## config.mk

```make
export PLATFORM = sky130hd
export DESIGN_NAME = terminal_key_escape_encoder
export DESIGN_NICKNAME = d
export VERILOG_FILES = /design/src/tkee_pkg.sv /design/src/terminal_key_escape_encoder.sv
export SDC_FILE = /design/constraint.sdc
export NUM_CORES = 1
export LEC_CHECK = 0
export BUFFER_PORTS_ARGS = -buffer_cell sky130_fd_sc_hd__clkbuf_2
export CAP_MARGIN = 40
export CORE_ASPECT_RATIO = 1.4
export CORE_MARGIN = 2
export CORE_UTILIZATION = 30
export CTS_CLUSTER_DIAMETER = 50
export DETAILED_ROUTE_END_ITERATION = 10
export SYNTH_ARGS = -nofsm -noshare
export SYNTH_HDL_FRONTEND = slang
export SYNTH_SLANG_ARGS = --single-unit
```

## constraint.sdc

```tcl
create_clock -name aclk -period 5.3 [get_ports aclk]
set_input_delay 0.265 -clock aclk [delete_from_list [all_inputs] [get_ports aclk]]
set_output_delay 0.265 -clock aclk [all_outputs]
set_load 0.01 [all_outputs]
```

## src/tkee_pkg.sv

```systemverilog
`default_nettype none

package tkee_pkg;

    // One input beat: a key event.
    typedef struct packed {
        logic [6:0] key_index;
        logic       pressed;
    } tkee_in_t;

    // One result beat: a byte of the sequence or a local action.
    typedef struct packed {
        logic [7:0] out_byte;
        logic       byte_valid;
        logic [3:0] local_action;
        logic       last_of_run;
    } tkee_out_t;

    // Key numbering.
    localparam int unsigned NAV_KEYS     = 22;
    localparam int unsigned ACTION_KEYS  = 8;
    localparam int unsigned KEY_MOD_BASE = 64;
    localparam int unsigned KEY_COUNT    = 70;
    localparam int unsigned KEY_A        = 22;
    localparam int unsigned KEY_Z        = 47;
    localparam int unsigned KEY_ESCAPE   = 48;
    localparam int unsigned KEY_DIGIT0   = 49;
    localparam int unsigned KEY_DIGIT9   = 58;
    localparam int unsigned KEY_PERIOD   = 59;
    localparam int unsigned KEY_COMMA    = 60;
    localparam int unsigned KEY_RETURN   = 61;
    localparam int unsigned KEY_BKSP     = 62;

    // Longest byte sequence one press can produce.
    localparam int unsigned SEQ_DEPTH = 7;

    localparam logic [3:0] ACTION_NONE = 4'd0;

    // Characters.
    localparam logic [7:0] CHR_ESC    = 8'h1B;
    localparam logic [7:0] CHR_CSI    = 8'h5B;
    localparam logic [7:0] CHR_SS3    = 8'h4F;
    localparam logic [7:0] CHR_SEMI   = 8'h3B;
    localparam logic [7:0] CHR_ZERO   = 8'h30;
    localparam logic [7:0] CHR_NINE   = 8'h39;
    localparam logic [7:0] CHR_LOWER_A = 8'h61;
    localparam logic [7:0] CHR_LOWER_Z = 8'h7A;
    localparam logic [7:0] CHR_BACKTAB = 8'h5A;
    localparam logic [7:0] CHR_PERIOD = 8'h2E;
    localparam logic [7:0] CHR_COMMA  = 8'h2C;
    localparam logic [7:0] CHR_CR     = 8'h0D;
    localparam logic [7:0] CHR_DEL    = 8'h7F;
    localparam logic [7:0] CHR_TAB    = 8'h09;
    localparam logic [7:0] CHR_BS     = 8'h08;
    localparam logic [7:0] CASE_BIT   = 8'h20;
    localparam logic [7:0] CTRL_MASK  = 8'h1F;
    localparam logic [7:0] META_BIT   = 8'h80;
    localparam logic [7:0] UTF8_LEAD  = 8'hC0;
    localparam logic [7:0] UTF8_CONT  = 8'h80;
    localparam logic [7:0] FIN_P      = 8'h50;
    localparam logic [7:0] FIN_S      = 8'h53;
    localparam logic [7:0] FIN_A      = 8'h41;
    localparam logic [7:0] FIN_B      = 8'h42;

    // Numeric parameter and final byte of each function, cursor and editing key.
    localparam logic [4:0] NAV_NUM [NAV_KEYS] = '{
        5'd1,  5'd1,  5'd1,  5'd1,  5'd15, 5'd17, 5'd18, 5'd19, 5'd20, 5'd21, 5'd23,
        5'd24, 5'd1,  5'd1,  5'd1,  5'd1,  5'd1,  5'd1,  5'd2,  5'd3,  5'd5,  5'd6
    };
    localparam logic [7:0] NAV_FIN [NAV_KEYS] = '{
        8'h50, 8'h51, 8'h52, 8'h53, 8'h7E, 8'h7E, 8'h7E, 8'h7E, 8'h7E, 8'h7E, 8'h7E,
        8'h7E, 8'h41, 8'h42, 8'h43, 8'h44, 8'h48, 8'h46, 8'h7E, 8'h7E, 8'h7E, 8'h7E
    };

    // Control codes for ctrl held with a digit key.
    localparam logic [7:0] CTRL_DIGIT [10] = '{
        8'h30, 8'h31, 8'h00, 8'h1B, 8'h1C, 8'h1D, 8'h1E, 8'h1F, 8'h7F, 8'h39
    };

endpackage

`default_nettype wire

```

## src/terminal_key_escape_encoder.sv

```systemverilog
`default_nettype none

// Terminal key escape encoder. Key events arrive one per beat on the s_ channel;
// modifier presses and releases update the held-modifier set, and a press of a
// mapped key produces its terminal byte sequence on the m_ channel, one byte per
// beat, with last_of_run marking the final beat of the event. An unmodified F1 to
// F8 gives a single beat with byte_valid low and local_action set instead. Each
// event is held in the input register and is then encoded in a single pass into
// a sequence buffer; an event with no output leaves as it is encoded, and one
// with results holds the output until its last beat is taken (at most seven bytes),
// while the next event waits in the input register. The rate is therefore one
// event per cycle when there is no output; otherwise the next event is encoded as the last beat is taken.
module terminal_key_escape_encoder (
    input  wire logic                 aclk,
    input  wire logic                 aresetn,
    input  wire logic                 s_valid,
    output logic                      s_ready,
    input  wire tkee_pkg::tkee_in_t   s_data,
    output logic                      m_valid,
    input  wire logic                 m_ready,
    output tkee_pkg::tkee_out_t       m_data
);
    import tkee_pkg::*;

    // Input register.
    logic       in_valid_reg, in_valid_next;
    tkee_in_t   in_item_reg;

    // Held modifiers: bit i set while key 64+i is down.
    logic [5:0] held_mod_reg, held_mod_next;

    // Sequence buffer being delivered.
    logic       seq_valid_reg, seq_valid_next;
    logic [7:0] seq_buf_reg [SEQ_DEPTH];
    logic [2:0] seq_len_reg;
    logic [2:0] seq_idx_reg, seq_idx_next;
    logic [3:0] seq_action_reg;

    // Encoder results.
    logic [7:0] enc_buf [SEQ_DEPTH];
    logic [2:0] enc_len;
    logic [3:0] enc_action;

    // Encoder working signals.
    logic [6:0] key;
    logic       shift, alt, ctrl, any_mod;
    logic [3:0] delta;
    logic [4:0] nav_num;
    logic [7:0] nav_fin;
    logic [7:0] base;
    logic [7:0] cval;
    logic       is_alpha, is_digit;
    logic [2:0] n;

    logic seq_last, seq_done, load;

    // Handshake and transfer control.
    assign seq_last = (seq_idx_reg == (seq_len_reg - 3'd1));
    assign seq_done = seq_valid_reg && m_ready && seq_last;
    assign load     = in_valid_reg && (!seq_valid_reg || seq_done);
    assign s_ready  = !in_valid_reg || load;

    // Output beat comes straight from the sequence registers.
    assign m_valid              = seq_valid_reg;
    assign m_data.out_byte      = seq_buf_reg[seq_idx_reg];
    assign m_data.byte_valid    = (seq_action_reg == ACTION_NONE);
    assign m_data.local_action  = seq_action_reg;
    assign m_data.last_of_run   = seq_last;

    // Modifier classes and the xterm modifier parameter.
    assign key     = in_item_reg.key_index;
    assign shift   = |held_mod_reg[1:0];
    assign alt     = |held_mod_reg[3:2];
    assign ctrl    = |held_mod_reg[5:4];
    assign any_mod = shift || alt || ctrl;
    assign delta   = {1'b0, ctrl, alt, shift} + 4'd1;

    // Encode the event held in the input register.
    always_comb begin
        for (int i = 0; i < SEQ_DEPTH; i++) begin
            enc_buf[i] = '0;
        end
        n          = '0;
        enc_action = ACTION_NONE;
        nav_num    = '0;
        nav_fin    = '0;
        base       = '0;
        cval       = '0;
        is_alpha   = 1'b0;
        is_digit   = 1'b0;

        if (!in_item_reg.pressed || key >= 7'(KEY_MOD_BASE)) begin
            n = '0;
        end else if (key < 7'(NAV_KEYS)) begin
            nav_num = NAV_NUM[key[4:0]];
            nav_fin = NAV_FIN[key[4:0]];
            if (!any_mod && key < 7'(ACTION_KEYS)) begin
                // Unmodified F1 to F8 report a local action.
                enc_action = 4'(key[2:0]) + 4'd1;
                n          = 3'd1;
            end else begin
                enc_buf[n] = CHR_ESC;
                n = n + 3'd1;
                if ((nav_fin >= FIN_P && nav_fin <= FIN_S) ||
                    (nav_fin >= FIN_A && nav_fin <= FIN_B && !any_mod)) begin
                    enc_buf[n] = CHR_SS3;
                end else begin
                    enc_buf[n] = CHR_CSI;
                end
                n = n + 3'd1;
                if (any_mod || nav_num != 5'd1) begin
                    if (nav_num >= 5'd20) begin
                        enc_buf[n] = CHR_ZERO + 8'd2;
                        n = n + 3'd1;
                        enc_buf[n] = CHR_ZERO + {3'b0, nav_num - 5'd20};
                    end else if (nav_num >= 5'd10) begin
                        enc_buf[n] = CHR_ZERO + 8'd1;
                        n = n + 3'd1;
                        enc_buf[n] = CHR_ZERO + {3'b0, nav_num - 5'd10};
                    end else begin
                        enc_buf[n] = CHR_ZERO + {3'b0, nav_num};
                    end
                    n = n + 3'd1;
                end
                if (any_mod) begin
                    enc_buf[n] = CHR_SEMI;
                    n = n + 3'd1;
                    enc_buf[n] = CHR_ZERO + {4'b0, delta};
                    n = n + 3'd1;
                end
                enc_buf[n] = nav_fin;
                n = n + 3'd1;
            end
        end else begin
            // Base character of a character key.
            if (key >= 7'(KEY_A) && key <= 7'(KEY_Z)) begin
                base = CHR_LOWER_A + ({1'b0, key} - 8'(KEY_A));
            end else if (key == 7'(KEY_ESCAPE)) begin
                base = CHR_ESC;
            end else if (key >= 7'(KEY_DIGIT0) && key <= 7'(KEY_DIGIT9)) begin
                base = CHR_ZERO + ({1'b0, key} - 8'(KEY_DIGIT0));
            end else if (key == 7'(KEY_PERIOD)) begin
                base = CHR_PERIOD;
            end else if (key == 7'(KEY_COMMA)) begin
                base = CHR_COMMA;
            end else if (key == 7'(KEY_RETURN)) begin
                base = CHR_CR;
            end else if (key == 7'(KEY_BKSP)) begin
                base = CHR_DEL;
            end else begin
                base = CHR_TAB;
            end
            is_digit = (base >= CHR_ZERO) && (base <= CHR_NINE);
            is_alpha = (base >= CHR_LOWER_A) && (base <= CHR_LOWER_Z);

            // Shift, ctrl and alt transforms.
            cval = base;
            if (shift && is_alpha) begin
                cval = cval & ~CASE_BIT;
            end
            if (ctrl && is_digit) begin
                cval = CTRL_DIGIT[4'(base[3:0])];
            end
            if (ctrl && base == CHR_DEL) begin
                cval = CHR_BS;
            end else if (ctrl && !is_digit) begin
                cval = cval & CTRL_MASK;
            end
            if (alt) begin
                cval = cval | META_BIT;
            end

            // Plain and shifted text keys are left to text input.
            if ((!is_alpha && !is_digit) || ctrl || alt) begin
                if (shift && cval == CHR_TAB) begin
                    enc_buf[0] = CHR_ESC;
                    enc_buf[1] = CHR_CSI;
                    enc_buf[2] = CHR_BACKTAB;
                    n = 3'd3;
                end else if (!cval[7]) begin
                    enc_buf[0] = cval;
                    n = 3'd1;
                end else begin
                    enc_buf[0] = UTF8_LEAD | {6'b0, cval[7:6]};
                    enc_buf[1] = UTF8_CONT | {2'b0, cval[5:0]};
                    n = 3'd2;
                end
            end
        end
        enc_len = n;
    end

    // Next-state logic.
    always_comb begin
        in_valid_next  = in_valid_reg;
        held_mod_next  = held_mod_reg;
        seq_valid_next = seq_valid_reg;
        seq_idx_next   = seq_idx_reg;

        if (s_valid && s_ready) begin
            in_valid_next = 1'b1;
        end else if (load) begin
            in_valid_next = 1'b0;
        end

        if (load) begin
            if (key >= 7'(KEY_MOD_BASE) && key < 7'(KEY_COUNT)) begin
                held_mod_next[key[2:0]] = in_item_reg.pressed;
            end
            seq_valid_next = (enc_len != 3'd0);
            seq_idx_next   = '0;
        end else if (seq_done) begin
            seq_valid_next = 1'b0;
        end else if (seq_valid_reg && m_ready) begin
            seq_idx_next = seq_idx_reg + 3'd1;
        end
    end

    // Control registers.
    always_ff @(posedge aclk) begin
        if (!aresetn) begin
            in_valid_reg  <= 1'b0;
            held_mod_reg  <= '0;
            seq_valid_reg <= 1'b0;
            seq_idx_reg   <= '0;
        end else begin
            in_valid_reg  <= in_valid_next;
            held_mod_reg  <= held_mod_next;
            seq_valid_reg <= seq_valid_next;
            seq_idx_reg   <= seq_idx_next;
        end
    end

    // Payload registers.
    always_ff @(posedge aclk) begin
        if (s_valid && s_ready) begin
            in_item_reg <= s_data;
        end
        if (load) begin
            seq_buf_reg    <= enc_buf;
            seq_len_reg    <= enc_len;
            seq_action_reg <= enc_action;
        end
    end

`ifndef SYNTH
    // The delivery index stays inside the loaded sequence.
    assert property (@(posedge aclk) disable iff (!aresetn)
        seq_valid_reg |-> (seq_idx_reg < seq_len_reg))
        else $error("sequence index beyond sequence length");

    // A local action is always a run of exactly one beat.
    assert property (@(posedge aclk) disable iff (!aresetn)
        (seq_valid_reg && seq_action_reg != ACTION_NONE) |-> (seq_len_reg == 3'd1))
        else $error("local action run longer than one beat");

    // A stalled result beat keeps its place in the sequence.
    assert property (@(posedge aclk) disable iff (!aresetn)
        (aresetn && seq_valid_reg && !m_ready) |=> (seq_valid_reg && $stable(seq_idx_reg)))
        else $error("sequence advanced while output stalled");

    // Modifier state changes only when an event leaves the input register.
    assert property (@(posedge aclk) disable iff (!aresetn)
        (aresetn && !load) |=> $stable(held_mod_reg))
        else $error("modifier state changed without an event");

    // A new event is never encoded while a run is still mid-delivery.
    assert property (@(posedge aclk) disable iff (!aresetn)
        (load && seq_valid_reg) |-> seq_done)
        else $error("sequence overwritten before its last beat");
`endif

endmodule

`default_nettype wire
```

==> results of run 1 <==
-- power groups by stage --
stage               sequential [mW]  combinational, mW  clock (mW)
finish                        0.696              0.280       0.634
global route                  0.699              0.308       0.663
CTS                           0.696              0.277       0.644
detailed placement            0.709              0.275           0
global placement              0.708              0.273           0
floorplan                     0.700              0.193           0
-- layout by cell type, fill, tap and decap left out, types with 6 or more instances in the layout --
| cell type | count |
|---|---|
| nor2b_1 | 8 |
| clkbuf_2 | 27 |
| o22ai_1 | 10 |
| nor3_1 | 16 |
| nand3_1 | 20 |
| mux2i_1 | 16 |
| xnor2_1 | 8 |
| a31oi_1 | 14 |
| nor4_1 | 7 |
| inv_1 | 25 |
| a21oi_1 | 44 |
| nand2_1 | 45 |
| clkbuf_16 | 9 |
| o21ai_0 | 34 |
| o21a_1 | 6 |
| buf_4 | 15 |
| ha_1 | 30 |
| edfxtp_1 | 65 |
| nor2_1 | 56 |
| mux4_2 | 7 |
| dfxtp_1 | 11 |
-- metal layers --
metal / routed length, um / global-route usage / share of wire
met3: 759 / 0.0220 / 0.047
met5: 0 / 0 / 0
met2: 8240 / 0.306 / 0.51
met4: 725 / 0.0866 / 0.045
met1: 6290 / 0.205 / 0.39
-- worst max-delay path, delay by kind of cell (launching register included) --
family / cells / cell delay (ps)
compound gates: 7 / 1720
fa+ha+maj: 3 / 750
simple gates: 5 / 710
flops: 1 / 680
buf+inv: 3 / 570
-- area by class of cell --
class	count	area (um2)
Clock buffer	11	243
Tap cell	236	295
Timing Repair Buffer	43	275
Fill cell	1797	11300
Clock inverter	5	60.1
Multi-Input combinational cell	431	2960
Inverter	27	101
Sequential cell	76	2170
-- worst max-delay path by stage --
| stage | endpoint | cells after the start | start | slack [ps] |
|---|---|---|---|---|
| floorplan | held_mod_reg[5] | 10 | seq_idx_reg[2] | 40 |
| global placement | seq_buf_reg[35] | 17 | key[1] | 1050 |
| detailed placement | seq_buf_reg[35] | 17 | key[1] | 780 |
| CTS | seq_buf_reg[35] | 18 | key[1] | 770 |
| global route | seq_buf_reg[35] | 18 | key[1] | 260 |
| finish | seq_buf_reg[35] | 18 | key[1] | 710 |
-- cells by family after synthesis --
| family | after synthesis | synth area share |
|---|---|---|
| DFF | 76 | 0.405 |
| adders and majority gates | 30 | 0.0701 |
| AOI/OAI and AO/OA | 170 | 0.213 |
| buffers and inverters | 56 | 0.0427 |
| muxes | 24 | 0.0614 |
| xor gates and xnor gates | 13 | 0.0241 |
| and+or+nand+nor | 194 | 0.184 |
-- per-stage QoR --
| stage | power, mW | hold slack (ps) | cell area (um2) | std cells |
|---|---|---|---|---|
| 3_5_place_dp | 0.984 | 444 | 5810 | 813 |
| 6_report | 1.61 | 88.9 | 6110 | 829 |
| 5_1_grt | 1.67 | 80.4 | 6110 | 829 |
| 4_1_cts | 1.62 | 78.8 | 6110 | 829 |
| 3_3_place_gp | 0.982 | 443 | 5770 | 811 |
| 2_1_floorplan | 0.894 | 364 | 5360 | 563 |
==> impl_metrics.csv, run 1 <==
group,metric,value,unit
placement,numPortBuffers,27,
global_routing,grt_pass1_vias,4480,
hold_path,hold_class,"in -> reg",
yosys,synth_edf_count,65,
detailed_routing,drt_iter0_markers,401,
die,dieArea,19000,um2
timing,grt_setup_unrepaired,"false",
hold_path,holdPathEnd,"key[5]",
critical_path,required,5480,ps
yosys,ys_top_cells_by_area,"edfxtp_1 36%, ha_1 7.0%, a21oi_1 4.1%",
global_routing,grt_pass1_wl,24900,um
critical_path,end_kind,"flop",
pwr,ir_worst_vdd,106,uV
placement,place_ws,783,ps
detailed_routing,dr.pass1.iters,5,
pwr,p_clk_frac,0.394,
detailed_routing,drc,0,
clocking,path_clk_slew,60,ps
timing,finalHoldViolCount,0,
finish,diodes,0,
global_routing,grt_start_max_net_pins,59,
timing,clock-skew-final,5.83,ps
yosys,synthArstFlopShare,0,
pwr,p_int,1.15,mW
pwr,switching_share,0.283,
die,die_h,162,um
yosys,synth.most_common_cell,"edfxtp_1",
pwr,leakagePower,2.21,nW
detailed_routing,ant_nets,0,
detailed_routing,post_drt_wl_per_cell,19.3,um
critical_path,crit_type,"reg -> reg",
die,num_rows,57,
critical_path,timing.rr.end,"seq_buf_reg[35]",
die,start_util,0.308,
clocking,ctsHtreeMaxLevel,3,
timing,final.setup.tns,0,ps
clocking,cts_tree,"done",
detailed_routing,wl,16000,um
detailed_routing,vias,4586,
critical_path,cpPeakStageDelay,680,ps
yosys,syn_inst,563,
yosys,yosysTopAreaCellShare,0.364,
critical_path,worstRegToRegCells,18,
critical_path,r2r_start,"key[1]",
clocking,cts_root_buffer,"clkbuf_16",
flow_run,max_cap_violations,0,
detailed_routing,vias_per_cell,5.53,
die,io_pins,28,
timing,fin_ws,706,ps
outcome,status,"finished, final reports clean",
timing,period_needed,4590,ps
global_routing,grt.total_usage,0.174,
yosys,yosysWarnings,0,
timing,slew_headroom,0.464,
pwr,seq_power_share,0.432,
yosys,synth-seq-cells,76,
global_routing,antenna_found_initial,0,
yosys,synth_fp_nets,605,
clocking,clock_sinks,76,
yosys,synth_commonest_cells,"65 x edfxtp_1, 56 x nor2_1, 45 x nand2_1, 44 x a21oi_1, 34 x o21ai_0",
finish,nets,630,
yosys,synth_cell_types,71,
timing,setup_viol,0,
critical_path,cp_slowest_cell,"edfxtp_1",
placement,dp_hpwl,12300,um
critical_path,cp_max_fo,15,
die,die_width,117,um
pwr,powerDensity,264,nW/um2
yosys,netlist.top_cell.by_area,"edfxtp_1",
pwr,switchingPower,0.456,mW
hold_path,hold_start,"s_data[6]",
critical_path,path_cells,"inv_1, ha_1, nor3b_1, a311oi_1, a31oi_1, inv_1, ha_1, nor2_1, a311o_1, nand2_1, inv_1, ha_1, nand2_1, o21ai_0, a21oi_1, a22oi_1, nand2_1, a21oi_1",
hold_path,hold_depth,1,
clocking,clock_latency,350,ps
critical_path,cp.arrival,4780,ps
clocking,cts_setup_buffers,0,
yosys,syn-cell-area,5360,um2
clocking,ctsResizeCount,0,
die,core,17400,um2
clocking,cts_buffers,9,
yosys,ys.flop_type,"edfxtp_1",
critical_path,r2r_setup_slack,710,ps
placement,gp_congestion,0.934,
timing,max_freq,218,MHz
yosys,seq_area_frac_synth,0.405,
timing,drv_slew,0,
timing,worstMarginPinSlew,797,ps
pwr,power.share.combinational,0.174,
clocking,clockBufferDepth,2,
finish,drive_above_1_share,0.138,
finish,largest_reg_flops,50,
global_routing,grt-ovfl-total,0,
critical_path,cp-start-kind,"flop",
finish,area_delta_synth_final,14.1,%
yosys,avgSynthCellArea,9.52,um2
clocking,holdBufCountCts,0,
timing,post-route-period-util,0.867,
finish,final_util,0.351,
Power figures use the tool's default switching activity.
==> inputs of run 2 (changes only) <==
--- a/config.mk
+++ b/config.mk
@@ -5,6 +5,7 @@
 export SDC_FILE = /design/constraint.sdc
 export NUM_CORES = 1
 export LEC_CHECK = 0
+export ABC_AREA = 1
 export BUFFER_PORTS_ARGS = -buffer_cell sky130_fd_sc_hd__clkbuf_2
 export CAP_MARGIN = 40
 export CORE_ASPECT_RATIO = 1.4
==> run 2 against run 1 <==
Final cell count grew 15%. Global-route usage shrank 1.4 points. Flip-flop and latch count is the same. Sequential power shrank 0.6%. First-iteration DRC count shrank 15%. Worst hold slack gained 1.6 ps. Core utilization shrank 1.1 points. Critical path type unchanged.
==> impl_metrics.csv, run 2 <==
group,metric,value,unit
outcome,status,"finished, final reports clean",
yosys,yosysTopAreaCellShare,0.360,
yosys,synthArstFlopShare,0,
critical_path,crit_type,"reg -> reg",
clocking,ctsHtreeMaxLevel,3,
yosys,synth_cell_types,47,
finish,final-instance-count-excl-fill,957,
critical_path,worstRegToRegCells,21,
global_routing,use_met2,0.306,
finish,nets,754,
finish,layout_common_cells,"115 x nand2_1, 104 x nor2_1, 72 x inv_1, 65 x edfxtp_1, 48 x a21oi_1",
detailed_routing,drt_iter0_markers,342,
clocking,cts_buffers,9,
detailed_routing,post_drt_wl_per_cell,15.9,um
clocking,clock_latency,350,ps
yosys,synth_commonest_cells,"115 x nand2_1, 104 x nor2_1, 73 x inv_1, 65 x edfxtp_1, 48 x a21oi_1",
yosys,ys.flop_type,"edfxtp_1",
timing,grt_setup_unrepaired,"false",
yosys,synth_fp_nets,728,
clocking,path_clk_slew,70,ps
clocking,clockBufferDepth,2,
global_routing,grt.total_usage,0.160,
pwr,seq_power_share,0.446,
die,num_rows,58,
detailed_routing,ant_nets,0,
die,io_pins,28,
global_routing,grt_pass1_vias,4623,
detailed_routing,drc,0,
clocking,ctsResizeCount,0,
yosys,ys_top_cells_by_area,"edfxtp_1 36%, nand2_1 8.0%, nor2_1 7.2%",
flow_run,max_cap_violations,0,
global_routing,grt_pass1_wl,24200,um
finish,n_fill_cell,1930,
placement,numPortBuffers,27,
pwr,p_clk_frac,0.373,
global_routing,grtUsageMet3,0.0241,
pwr,switching_share,0.307,
hold_path,hold_depth,1,
pwr,ir_worst_vdd,148,uV
detailed_routing,vias,4763,
critical_path,cp.arrival,4580,ps
timing,worstMarginPinSlew,841,ps
timing,clock-skew-final,14.9,ps
pwr,powerDensity,256,nW/um2
die,die_width,118,um
hold_path,hold_class,"in -> reg",
yosys,synth-seq-cells,76,
global_routing,antenna_found_initial,0,
timing,slew_headroom,0.433,
critical_path,crit_buf_inv,4,
critical_path,timing.rr.end,"seq_buf_reg[42]",
pwr,p_int,1.08,mW
critical_path,r2r_setup_slack,800,ps
timing,final.setup.tns,0,ps
timing,finalHoldViolCount,0,
critical_path,cp_slowest_cell,"o21ai_0",
die,start_util,0.304,
die,die_h,163,um
pwr,leakagePower,2.60,nW
critical_path,cpPeakStageDelay,580,ps
placement,gp_congestion,0.977,
detailed_routing,dr.pass1.iters,5,
critical_path,required,5370,ps
timing,setup_viol,0,
global_routing,grt_start_max_net_pins,36,
timing,period_needed,4500,ps
clocking,cts_tree,"done",
detailed_routing,wl,15300,um
die,dieArea,19200,um2
clocking,cts_setup_buffers,0,
yosys,synth.most_common_cell,"nand2_1",
yosys,synth_edf_count,65,
finish,drive_above_1_share,0.146,
timing,drv_slew,0,
finish,layout_commonest_cell,"nand2_1",
critical_path,cp-start-kind,"flop",
finish,area_delta_synth_final,12.1,%
critical_path,cp_common_cell,"nor2_1",
timing,post-route-period-util,0.850,
hold_path,hold_start,"s_data[7]",
critical_path,cp_max_fo,15,
yosys,syn-cell-area,5430,um2
yosys,yosysWarnings,0,
placement,post-place-cells,941,
global_routing,grt-ovfl-total,0,
yosys,netlist.top_cell.by_area,"edfxtp_1",
placement,placedInstanceArea,5810,um2
die,core,17900,um2
critical_path,r2r_start,"key[0]",
critical_path,path_delay_family,"simple AND/OR/NAND/NOR gates",
placement,place_ws,929,ps
critical_path,path_cells,"inv_2, ha_1, nand2_1, o21a_1, nor2_1, o21ai_0, ha_1, nor2_1, inv_1, nand3_1, nor2_1, inv_1, ha_1, nor2_1, nand2_1, nor2_1, inv_1, nand3_1, o221ai_1, nand2_1, a21oi_1",
global_routing,grtUsageMet1,0.175,
global_routing,busiest_layer,"met2",
timing,max_freq,222,MHz
detailed_routing,vias_per_cell,4.98,
yosys,syn_inst,686,
hold_path,holdPathEnd,"key[6]",
finish,diodes,0,
clocking,cts_root_buffer,"clkbuf_16",
yosys,avgSynthCellArea,7.91,um2
pwr,switchingPower,0.476,mW
yosys,seq_area_frac_synth,0.400,
finish,fin_area,6080,um2
clocking,holdBufCountCts,0,
pwr,power.share.combinational,0.181,
finish,largest_reg_flops,50,
clocking,clock_sinks,76,
critical_path,end_kind,"flop",
placement,dp_hpwl,11800,um
timing,fin_ws,795,ps
-- run 2: metrics by stage --
step | util | power, mW | hold slack [ps]
after floorplan | - | 0.905 | 364
after global placement | 0.325 | 0.982 | 444
after detailed placement | 0.325 | 0.983 | 444
after CTS | 0.341 | 1.56 | 83.7
after global routing | 0.341 | 1.62 | 87.8
final | 0.341 | 1.55 | 90.5
-- run 2: layout make-up --
class / count / area [um2] / share of cell area
Sequential cell: 76 / 2170 / 0.357
Clock buffer: 11 / 233 / 0.0383
Timing Repair Buffer: 33 / 188 / 0.0309
Tap cell: 240 / 300 / 0.0494
Clock inverter: 5 / 37.5 / 0.00617
Multi-Input combinational cell: 504 / 2810 / 0.463
Inverter: 88 / 335 / 0.0552
-- run 2: metal layers --
metal,routed length (um),vias to the layer above,part of all wire
li1,-,2396,-
met1,6000,2200,0.39
met2,8140,136,0.53
met3,607,31,0.040
met4,510,0,0.033
met5,0,-,0
-- run 2: cell families after synthesis --
family                   count (synthesis)  synth area share
flip-flops                              76             0.400
buffers and inverters                  106            0.0809
adder cells (fa/ha/maj)                 30            0.0692
XOR/XNOR                                10            0.0161
AO/OA/AOI/OAI                          149             0.159
AND/OR/NAND/NOR                        315             0.274
-- run 2: worst max-delay path by stage --
stage | start | to | slack (ps) | depth (start not counted)
finish | key[0] | seq_buf_reg[42] | 800 | 21
CTS | key[0] | seq_buf_reg[42] | 870 | 21
global placement | key[0] | seq_buf_reg[42] | 1090 | 21
floorplan | key[0] | seq_buf_reg[42] | 1470 | 22
detailed placement | key[0] | seq_buf_reg[42] | 930 | 21
global route | key[0] | seq_buf_reg[42] | 390 | 21
-- run 2: power groups by stage --
stage	Combinational (mW)	Clock, mW	Sequential [mW]
final	0.281	0.580	0.692
after global routing	0.316	0.611	0.695
after detailed placement	0.278	0	0.705
after CTS	0.279	0.585	0.692
after global placement	0.277	0	0.705
after floorplan	0.207	0	0.699
